<file path="src/rtl/core/jtks_pkg.sv">
// Shared types and constants for the json top-level key scanner.
// Used by json_top_level_key_scanner_unit; no other dependencies.
`timescale 1ns / 1ps
`default_nettype none

package jtks_pkg;

	// field widths
	localparam int unsigned BYTE_W   = 8;
	localparam int unsigned POS_W    = 16;
	localparam int unsigned DEPTH_W  = 8;
	localparam int unsigned IN_TDATA_W  = 8;
	// key_found + key_offset + key_length + scan_done = 34 bits, padded to 40
	localparam int unsigned OUT_FIELDS_W = 1 + POS_W + POS_W + 1;
	localparam int unsigned OUT_TDATA_W  = 40;

	// saturation limits
	localparam logic [POS_W-1:0]   POS_LIMIT   = 16'hFFFF;
	localparam logic [DEPTH_W-1:0] DEPTH_LIMIT = 8'hFF;

	// character codes
	localparam logic [BYTE_W-1:0] CH_LBRACE    = 8'h7B;
	localparam logic [BYTE_W-1:0] CH_RBRACE    = 8'h7D;
	localparam logic [BYTE_W-1:0] CH_LBRACKET  = 8'h5B;
	localparam logic [BYTE_W-1:0] CH_RBRACKET  = 8'h5D;
	localparam logic [BYTE_W-1:0] CH_COMMA     = 8'h2C;
	localparam logic [BYTE_W-1:0] CH_COLON     = 8'h3A;
	localparam logic [BYTE_W-1:0] CH_DQUOTE    = 8'h22;
	localparam logic [BYTE_W-1:0] CH_SQUOTE    = 8'h27;
	localparam logic [BYTE_W-1:0] CH_BACKSLASH = 8'h5C;

	// scanner state
	typedef struct packed {
		logic [POS_W-1:0]   byte_position;
		logic [DEPTH_W-1:0] object_depth;
		logic [DEPTH_W-1:0] array_depth;
		logic               inside_string;
		logic               expect_key;
		logic               key_open;
		logic [POS_W-1:0]   key_begin;
		logic [BYTE_W-1:0]  prior_byte;
		logic               stopped;
	} scan_state_t;

	localparam scan_state_t SCAN_STATE_RESET = '0;

	// one result item
	typedef struct packed {
		logic             scan_done;
		logic [POS_W-1:0] key_length;
		logic [POS_W-1:0] key_offset;
		logic             key_found;
	} scan_result_t;

endpackage

`default_nettype wire

</file>
<file path="src/rtl/core/json_top_level_key_scanner_unit.sv">
// Top level of the json top-level key scanner: input register, scan logic,
// result register. Depends on jtks_pkg.
`timescale 1ns / 1ps
`default_nettype none

// channel     dir  signals                          transaction
// s_axis      in   tvalid tready tdata tlast        one text byte
// m_axis      out  tvalid tready tdata              one key report or done marker
//
// One byte per cycle sustained while m_axis takes every result; each byte passes
// through the input register and its result, if any, through the result register.
// arst_n clears both valid flags and the scan state; the byte after the
// last-flagged one starts a fresh text.
// A stalled m_axis holds the result register; the input register keeps
// draining bytes that produce no result and holds the first one that does.

module json_top_level_key_scanner_unit (
	input  wire logic                               clk,
	input  wire logic                               arst_n,
	input  wire logic                               s_axis_tvalid,
	output logic                                    s_axis_tready,
	// [7:0] text_byte
	input  wire logic [jtks_pkg::IN_TDATA_W-1:0]    s_axis_tdata,
	// final_byte
	input  wire logic                               s_axis_tlast,
	output logic                                    m_axis_tvalid,
	input  wire logic                               m_axis_tready,
	// [0] key_found, [16:1] key_offset, [32:17] key_length, [33] scan_done,
	// [39:34] zero
	output logic [jtks_pkg::OUT_TDATA_W-1:0]        m_axis_tdata
);

	logic                          valid_s1;
	logic [jtks_pkg::BYTE_W-1:0]   byte_s1;
	logic                          last_s1;
	jtks_pkg::scan_state_t         state_q;
	jtks_pkg::scan_state_t         state_next;
	jtks_pkg::scan_result_t        result_next;
	jtks_pkg::scan_result_t        result_s2;
	logic                          has_result;
	logic                          out_free;
	logic                          consume_s1;
	logic                          valid_s2;

	// handshake: output slot free, input stage drains when its result fits
	assign out_free      = !valid_s2 || m_axis_tready;
	assign consume_s1    = valid_s1 && (!has_result || out_free);
	assign s_axis_tready = !valid_s1 || consume_s1;

	// input register
	always_ff @(posedge clk or negedge arst_n) begin
		if (!arst_n) begin
			valid_s1 <= 1'b0;
		end else if (s_axis_tready) begin
			valid_s1 <= s_axis_tvalid;
		end
	end

	always_ff @(posedge clk) begin
		if (s_axis_tready && s_axis_tvalid) begin
			byte_s1 <= s_axis_tdata[jtks_pkg::BYTE_W-1:0];
			last_s1 <= s_axis_tlast;
		end
	end

	// scan logic for the byte in the input register
	always_comb begin
		logic [jtks_pkg::POS_W-1:0] pos_inc;
		logic                       quote_ok;
		logic                       found;
		logic                       done;
		logic [jtks_pkg::POS_W-1:0] off;
		logic [jtks_pkg::POS_W-1:0] len;

		state_next = state_q;
		found      = 1'b0;
		done       = 1'b0;
		off        = '0;
		len        = '0;
		pos_inc    = (state_q.byte_position == jtks_pkg::POS_LIMIT) ?
			jtks_pkg::POS_LIMIT : state_q.byte_position + 1'b1;
		quote_ok   = (state_q.byte_position != '0) &&
			(state_q.prior_byte != jtks_pkg::CH_BACKSLASH);

		if (!state_q.stopped) begin
			// depth and flag effects of the byte
			case (byte_s1)
				jtks_pkg::CH_LBRACE: begin
					if (state_q.object_depth != jtks_pkg::DEPTH_LIMIT)
						state_next.object_depth = state_q.object_depth + 1'b1;
					state_next.expect_key = 1'b1;
				end
				jtks_pkg::CH_RBRACE: begin
					if (state_q.object_depth != '0)
						state_next.object_depth = state_q.object_depth - 1'b1;
				end
				jtks_pkg::CH_LBRACKET: begin
					if (state_q.array_depth != jtks_pkg::DEPTH_LIMIT)
						state_next.array_depth = state_q.array_depth + 1'b1;
				end
				jtks_pkg::CH_RBRACKET: begin
					if (state_q.array_depth != '0)
						state_next.array_depth = state_q.array_depth - 1'b1;
				end
				jtks_pkg::CH_COMMA: begin
					if (state_q.object_depth == 8'd1 && state_q.array_depth == '0)
						state_next.expect_key = 1'b1;
				end
				jtks_pkg::CH_COLON: begin
					state_next.expect_key = 1'b0;
				end
				jtks_pkg::CH_DQUOTE, jtks_pkg::CH_SQUOTE: begin
					if (quote_ok)
						state_next.inside_string = !state_q.inside_string;
				end
				default: begin
				end
			endcase

			// stop on depth zero, otherwise track top-level key strings
			if (state_next.object_depth == '0) begin
				state_next.stopped = 1'b1;
				done = 1'b1;
			end else if (state_next.object_depth == 8'd1 && state_next.array_depth == '0) begin
				if (state_next.inside_string && state_next.expect_key && !state_q.key_open) begin
					state_next.key_begin = pos_inc;
					state_next.key_open  = 1'b1;
				end else if (!state_next.inside_string && state_next.expect_key &&
					state_q.key_open) begin
					found = 1'b1;
					off   = state_q.key_begin;
					len   = (state_q.byte_position >= state_q.key_begin) ?
						state_q.byte_position - state_q.key_begin : '0;
					state_next.key_open = 1'b0;
				end
			end

			state_next.prior_byte    = byte_s1;
			state_next.byte_position = pos_inc;
		end

		// last byte of the text reports done and restarts the scanner
		if (last_s1) begin
			done       = 1'b1;
			state_next = jtks_pkg::SCAN_STATE_RESET;
		end

		has_result             = found || done;
		result_next.key_found  = found;
		result_next.key_offset = off;
		result_next.key_length = len;
		result_next.scan_done  = done;
	end

	// scan state
	always_ff @(posedge clk or negedge arst_n) begin
		if (!arst_n) begin
			state_q <= jtks_pkg::SCAN_STATE_RESET;
		end else if (consume_s1) begin
			state_q <= state_next;
		end
	end

	// result register
	always_ff @(posedge clk or negedge arst_n) begin
		if (!arst_n) begin
			valid_s2 <= 1'b0;
		end else if (out_free) begin
			valid_s2 <= consume_s1 && has_result;
		end
	end

	always_ff @(posedge clk) begin
		if (out_free && consume_s1 && has_result) begin
			result_s2 <= result_next;
		end
	end

	// output packing
	assign m_axis_tvalid = valid_s2;
	assign m_axis_tdata  = {
		{(jtks_pkg::OUT_TDATA_W - jtks_pkg::OUT_FIELDS_W){1'b0}},
		result_s2
	};

endmodule

`default_nettype wire
</file>
<file path="config.mk">
export PLATFORM = sky130hd
export DESIGN_NAME = json_top_level_key_scanner_unit
export DESIGN_NICKNAME = d
export VERILOG_FILES = /design/src/rtl/core/jtks_pkg.sv /design/src/rtl/core/json_top_level_key_scanner_unit.sv
export SDC_FILE = /design/constraint.sdc
export NUM_CORES = 1
export LEC_CHECK = 0
export BUFFER_PORTS_ARGS = -buffer_cell sky130_fd_sc_hd__buf_2
export CAP_MARGIN = 10
export CORE_MARGIN = 4
export CORE_UTILIZATION = 30
export CTS_BUF_LIST = sky130_fd_sc_hd__clkbuf_2 sky130_fd_sc_hd__clkbuf_4 sky130_fd_sc_hd__clkbuf_8
export DETAILED_ROUTE_END_ITERATION = 8
export RECOVER_POWER = 100
export SLEW_MARGIN = 30
export SYNTH_ARGS = -nofsm -noshare
export SYNTH_HDL_FRONTEND = slang
export SYNTH_SLANG_ARGS = --single-unit
</file>
<file path="constraint.sdc">
create_clock -name clk -period 4.84 [get_ports clk]
set_input_delay 1.21 -clock clk [delete_from_list [all_inputs] [get_ports clk]]
set_output_delay 1.21 -clock clk [all_outputs]
set_load 0.01 [all_outputs]
</file>
==> results of run 1 <==
==> placed cells by master, fill, tap and decap left out, types with 4 or more instances in the layout <==
master	netlist	layout
a211oi_1	9	8
a21oi_1	29	29
a221oi_1	4	4
a22o_1	16	16
a2bb2oi_1	10	10
a31oi_1	14	14
and2_1	18	18
and3_1	15	15
buf_2	11	12
buf_4	9	28
clkbuf_1	17	37
clkbuf_8	0	9
conb_1	1	6
dfrtp_1	62	62
edfxtp_1	43	43
ha_1	25	24
inv_1	44	44
mux2_2	12	12
mux2_4	7	7
mux2i_1	4	4
nand2_1	27	27
nand2b_1	8	8
nand3_1	15	15
nand4_1	13	13
nor2_1	43	40
nor2b_1	5	5
nor3_1	22	20
nor4_1	11	10
nor4_4	2	4
o211ai_1	6	6
o21a_1	5	5
o21ai_0	27	26
o21bai_1	4	4
o22ai_1	6	6
o2bb2ai_1	10	10
or3_1	7	7
xnor2_1	14	12
xor2_1	8	8
==> cell type report <==
class | instances | area, µm² | share of cell area [%]
Timing Repair Buffer | 77 | 409 | 5.38
Tap cell | 280 | 350 | 4.60
Clock inverter | 7 | 105 | 1.38
Sequential cell | 105 | 2840 | 37.4
Inverter | 44 | 165 | 2.17
Multi-Input combinational cell | 476 | 3610 | 47.5
Clock buffer | 9 | 124 | 1.63
==> flip-flops by register name, summed over array words and instances, names as in the netlist <==
register       count
m_axis_tdata      34
m_axis_tvalid      1
valid_s1           1
state_q           60
last_s1            1
byte_s1            8
==> logic make-up (layout without fill, tap and decap cells) <==
kind of cell    after synthesis  count (layout)
flops                       105             105
compound gates              180             180
fa+ha+maj                    26              26
mux                          25              25
xor+xnor                     22              22
buf+inv                      88             137
simple gates                217             217
other cells                   1               6
==> critical path, stage by stage (launching register included) <==
cell	delay, ns
edfxtp_1	0.51
nand4bb_2	0.37
or3_1	0.41
a211o_1	0.28
a211oi_4	0.28
nand3_1	0.09
or3_1	0.46
nor4_4	0.28
o21ai_2	0.11
nand2b_1	0.15
buf_2	0.15
==> worst max path at each step <==
| stage | cells past startpoint | from | end |
|---|---|---|---|
| finish | 10 | byte_s1[5]$_DFFE_PP_ | s_axis_tready |
| global placement | 13 | state_q[28]$_DFFE_PN0P_ | s_axis_tready |
| global route | 12 | state_q[29]$_DFFE_PN0P_ | s_axis_tready |
| floorplan | 12 | state_q[36]$_DFFE_PN0P_ | m_axis_tdata[0]$_DFFE_PP_ |
| detailed placement | 12 | state_q[28]$_DFFE_PN0P_ | s_axis_tready |
| CTS | 10 | byte_s1[2]$_DFFE_PP_ | s_axis_tready |
==> where the power goes <==
group,internal (mW),leakage [nW],switching (mW)
Clock,0.301,0.113,0.342
Combinational,0.317,1.66,0.434
Sequential,1.02,1.27,0.0661
Total,1.64,3.05,0.842
==> what timing repair did <==
| item | in CTS | in global routing |
|---|---|---|
| endpoints found under the setup margin | 0 | 1 |
| buffers inserted | 0 | 6 |
| hold endpoints to repair | 0 | 0 |
| gates resized for setup | 0 | 21 |
==> synthesized netlist by cell type, drive strengths merged (4+ instances only) <==
| master | count | share of area (%) |
|---|---|---|
| a211oi | 11 | 1.4 |
| a21oi | 29 | 2.2 |
| a221oi | 5 | 0.74 |
| a22o | 16 | 2.1 |
| a2bb2oi | 10 | 1.3 |
| a31oi | 14 | 1.3 |
| and2 | 18 | 1.7 |
| and3 | 15 | 1.4 |
| buf | 26 | 2.6 |
| clkbuf | 18 | 1.0 |
| dfrtp | 62 | 23 |
| edfxtp | 43 | 19 |
| ha | 25 | 4.7 |
| inv | 44 | 2.5 |
| mux2 | 21 | 3.9 |
| mux2i | 4 | 0.60 |
| nand2 | 27 | 1.5 |
| nand2b | 8 | 0.75 |
| nand3 | 15 | 1.1 |
| nand4 | 13 | 1.2 |
| nor2 | 43 | 2.4 |
| nor2b | 5 | 0.47 |
| nor3 | 23 | 1.9 |
| nor4 | 14 | 1.8 |
| o211ai | 8 | 1.2 |
| o21a | 5 | 0.56 |
| o21ai | 29 | 2.2 |
| o21bai | 4 | 0.45 |
| o22ai | 6 | 0.56 |
| o2bb2ai | 10 | 1.3 |
| o41ai | 5 | 1.0 |
| or2 | 4 | 0.37 |
| or3 | 8 | 0.82 |
| xnor2 | 14 | 1.8 |
| xor2 | 8 | 1.0 |
==> layer usage <==
| metal | wire (µm) | vias to the layer above | track usage, % |
|---|---|---|---|
| met5 | 0 | - | 0 |
| li1 | - | 2599 | - |
| met4 | 324 | 0 | 3.32 |
| met3 | 818 | 31 | 3.25 |
| met1 | 7540 | 2607 | 17.7 |
| met2 | 7820 | 158 | 21.8 |
==> impl_metrics.ini, run 1 <==
[status]
status = complete, but fails checks
failed_checks = max-capacitance violations, max-slew violations

[placed_design]
dp.cells = 976
place.gp.congestion = 0.908
hpwl_mm = 11.8
post-place-ws_ns = 0.482
port_buffers = 48
placed_area_mm2 = 0.00727

[logic_synthesis]
ys_ff_latch = 105
ys.warnings.count = 0
yosys.area_share.adder_pct = 4.95
synth_top_family_by_area = compound AO/OA/AOI/OAI gates
synthMuxAreaShare_pct = 4.51
yosysSeqAreaShare_pct = 42.3
netlist_area_mm2 = 0.00672
synth_enable_flop_cells = 43
synth_compound_area_share_pct = 19.9
synthFlopType = dfrtp_1
syn_inst = 664
synthArstFlopShare_pct = 59.0
synthSimpleGateAreaFrac_pct = 19.3
synth.avg_cell_area_um2 = 10.1
synth-xor-area-share_pct = 2.87
ys_types = 89

[layout]
drive_above_1_share_pct = 16.3
antenna_cells = 0
area_growth_pct = 13.3
fin_util_pct = 34.6
stdcell_area_mm2 = 0.00761
n_fill_cell = 2232
final_nets = 752
stdcell_count = 998

[timing]
slew_headroom_pct = -60.7
tightest_slew_ns = 2.41
fin_crit_sh_pct = 96.8
min_period_ns = 4.68
max_freq_mhz = 214
fin_skew_ns = 0.0211
hold_viol = 0
worst_slack_ns = 0.157
slew_violations = 42
whs_ns = 0.501
setup_tns_ns = 0
setup_violations = 0

[die]
start_util_pct = 30.6
die_area_mm2 = 0.0249
num_io_pins = 55
die_w_um = 158
rows = 54
core_area_mm2 = 0.0220
die_y_um = 158

[worst_setup_path]
end_kind = output port
reg2reg_setup_slack_ns = 0.81
regToRegStartpoint = byte_s1[6]$_DFFE_PP_
startpoint_type = flop
worstReg2RegEnd = state_q[12]$_DFFE_PN0P_
worstPathMaxFanout = 6
arrival_ns = 3.47
required_ns = 3.63
path_class = reg -> out
r2r.worst_path.cells = 9

[detailed_routing]
drt_wl_total_mm = 16.5
ant_nets = 0
routedWlPerCell_um = 16.5
route.detailed.drc = 0
detail_route.iter0.violations = 462
drt-pass1-iter-count = 5
vias = 5395
via_per_inst = 5.41

[clocking]
ctsHoldBuffers = 0
clk_latency_ns = 0.40
tritoncts = yes
clk_pin_slew_worst_paths_ns = 0.10
cts_root_buffer = clkbuf_8
clock_path_buffers = 2
cts_sinks = 105
htreeDepth = 3
cts_buffers = 9

[global_route]
grt_max_degree = 42
gr-total-overflow = 0
grt_pass1_vias = 5111
grtUsageTotal_pct = 13.3
grt_pass1_wl_mm = 26.6
antenna_found_initial = 0

[worst_hold_path]
worstHoldStart = state_q[7]$_DFFE_PN0P_
hp-class = reg -> reg
hold_path_end = state_q[7]$_DFFE_PN0P_
hold_path_depth = 1

[power]
p_leak_nw = 3.05
vdd_drop_max_uv = 134
power_density_mw_per_mm2 = 326
p_total_mw = 2.48

[run]
maxCapViolCount = 1
No activity file was read; power rests on OpenSTA's default activity.
==> run 2: changes to the inputs <==
Settings changed: PLACE_DENSITY set to 0.47.
==> run 2 against run 1 <==
Against the previous run:
- the flow still finishes with violations (max-capacitance violations, max-slew violations)
- sequential share of layout area increased by 0.54 points
- register-to-register slack got worse by 0.46 ns
- clock power decreased by 3.7%
- worst setup slack got worse by 0.017 ns
- cell count decreased by 0.20%
- routed wire length increased by 7.9%
- total power decreased by 1.6%
- sequential power about the same
- non-clock buffer count decreased by 2
- critical endpoint unchanged
==> impl_metrics.ini, run 2 (same netlist as run 1, synthesis figures left out) <==
[worst_setup_path]
reg2reg_setup_slack_ns = 0.35
r2r.worst_path.cells = 12
regToRegStartpoint = state_q[36]$_DFFE_PN0P_
path_class = reg -> out
worstReg2RegEnd = m_axis_tdata[30]$_SDFFCE_PP0P_
crit_start = state_q[36]$_DFFE_PN0P_
crit_slowest_cell = or3_4
startpoint_type = flop
worst_setup_path_endpoint = s_axis_tready
cp_slowest_stage_delay_ns = 0.43
required_ns = 3.63
path_common_cell = o21ai_2
worstPathMaxFanout = 4
arrival_ns = 3.49
end_kind = output port
worstPathCellList = inv_1, ha_4, or3b_1, nor3_2, o21ai_2, a211o_1, nand4bb_4, or3_4, nor4_4, o21ai_2, nand2b_1, buf_2

[timing]
min_period_ns = 4.70
max_freq_mhz = 213
fin_crit_sh_pct = 97.1
slew_violations = 45
fin_skew_ns = 0.0159
setup_tns_ns = 0
tightest_slew_ns = 2.66
slew_headroom_pct = -77.5
whs_ns = 0.514
grt_setup_unrepaired = false
setup_violations = 0
hold_viol = 0

[layout]
largest_reg_flops = 60
regMostFlops = state_q
drive_above_1_share_pct = 14.7
final_cell_mix = 59 x dfrtp_1, 44 x inv_1, 43 x edfxtp_1, 41 x nor2_1, 40 x clkbuf_1
final_nets = 750
final_common_cell = dfrtp_1
area_growth_pct = 11.8
n_fill_cell = 2230
stdcell_count = 996
antenna_cells = 0

[die]
core_area_mm2 = 0.0220
num_io_pins = 55
die_w_um = 158
rows = 54
die_area_mm2 = 0.0249
start_util_pct = 30.6
die_y_um = 158

[global_route]
grtUsageTotal_pct = 14.5
gr-total-overflow = 0
grt_max_degree = 45
grt_pass1_vias = 5326
antenna_found_initial = 0
grt_pass1_wl_mm = 28.4

[detailed_routing]
route.detailed.drc = 0
detail_route.iter0.violations = 242
routedWlPerCell_um = 17.9
vias = 5330
drt_wl_total_mm = 17.8
ant_nets = 0
via_per_inst = 5.35
drt-pass1-iter-count = 4

[clocking]
cts_sinks = 105
tritoncts = yes
ctsHoldBuffers = 0
clk_pin_slew_worst_paths_ns = 0.10
cts_buffers = 9
htreeDepth = 3
cts_root_buffer = clkbuf_8
clock_path_buffers = 2
clk_latency_ns = 0.38

[worst_hold_path]
hp-class = reg -> reg

[power]
vdd_drop_max_uv = 133
p_leak_nw = 2.97
power_density_mw_per_mm2 = 325

[run]
maxCapViolCount = 1

[status]
status = complete, but fails checks
failed_checks = max-capacitance violations, max-slew violations

[placed_design]
dp.cells = 978
place.gp.congestion = 0.873
hpwl_mm = 13.2
port_buffers = 48
## run 2: cell types whose count changed in the layout (fill, tap and decap cells not counted), sizes merged
cell,change
buf,-8
clkbuf,+8
inv,-4
clkinv,+3
clkinvlp,-1
## run 2: worst min path at each step
stage,depth (start not counted),endpoint,from
after detailed placement,1,state_q[26]$_DFFE_PN0P_,state_q[26]$_DFFE_PN0P_
after global routing,1,state_q[1]$_DFFE_PN0P_,state_q[1]$_DFFE_PN0P_
after floorplan,1,state_q[26]$_DFFE_PN0P_,state_q[26]$_DFFE_PN0P_
after global placement,1,state_q[7]$_DFFE_PN0P_,state_q[7]$_DFFE_PN0P_
final,1,state_q[5]$_DFFE_PN0P_,state_q[5]$_DFFE_PN0P_
after CTS,1,state_q[5]$_DFFE_PN0P_,state_q[5]$_DFFE_PN0P_
## run 2: timing repair
action                                 4_1_cts  5_1_grt
gates resized for setup                      3       17
pin swaps                                    1        2
endpoints found under the hold margin        0        0
setup buffers                                1        1
setup endpoints to repair                    1        1
## run 2: power by group
group / total [mW] / internal (mW) / switching, mW
combinational: 0.728 / 0.292 / 0.436
sequential: 1.09 / 1.02 / 0.0712
clock: 0.618 / 0.305 / 0.314
total: 2.44 / 1.62 / 0.821
## run 2: layout make-up
class                      instances  area [µm²]  area share [%]
tap                              280         350            4.67
clock inverter                     5        82.6            1.10
timing repair buffer              75         375            5.00
clock buffer                      11         139            1.85
sequential                       105        2850            37.9
inverter                          44         165            2.20
multi-input combinational        476        3550            47.3
## run 2: critical path: cells and delay by family, from the launching register on
family | cells | cell delay [ns]
buf+inv | 2 | 0.28
compound gates | 3 | 0.51
flops | 1 | 0.42
fa+ha+maj | 1 | 0.17
simple gates | 6 | 1.74
## run 2: metal layers
metal | up-vias | global-route usage, % | part of all wire (%)
met5 | - | 0 | 0
met4 | 0 | 4.83 | 2.2
met3 | 26 | 2.49 | 3.2
met2 | 112 | 25.4 | 50
met1 | 2614 | 18.1 | 44
li1 | 2578 | - | -
## run 2: metrics by stage
stage | setup slack [ns] | utilization (%) | power [mW] | cell area (µm²)
3_3_place_gp | 0.290 | 33.2 | 1.84 | 7290
2_1_floorplan | 0.0707 | - | 1.62 | 6740
5_1_grt | 0.000733 | 34.2 | 2.60 | 7510
4_1_cts | 0.000805 | 34.3 | 2.48 | 7530
6_report | 0.139 | 34.2 | 2.44 | 7510
3_5_place_dp | 0.247 | 33.2 | 1.85 | 7300
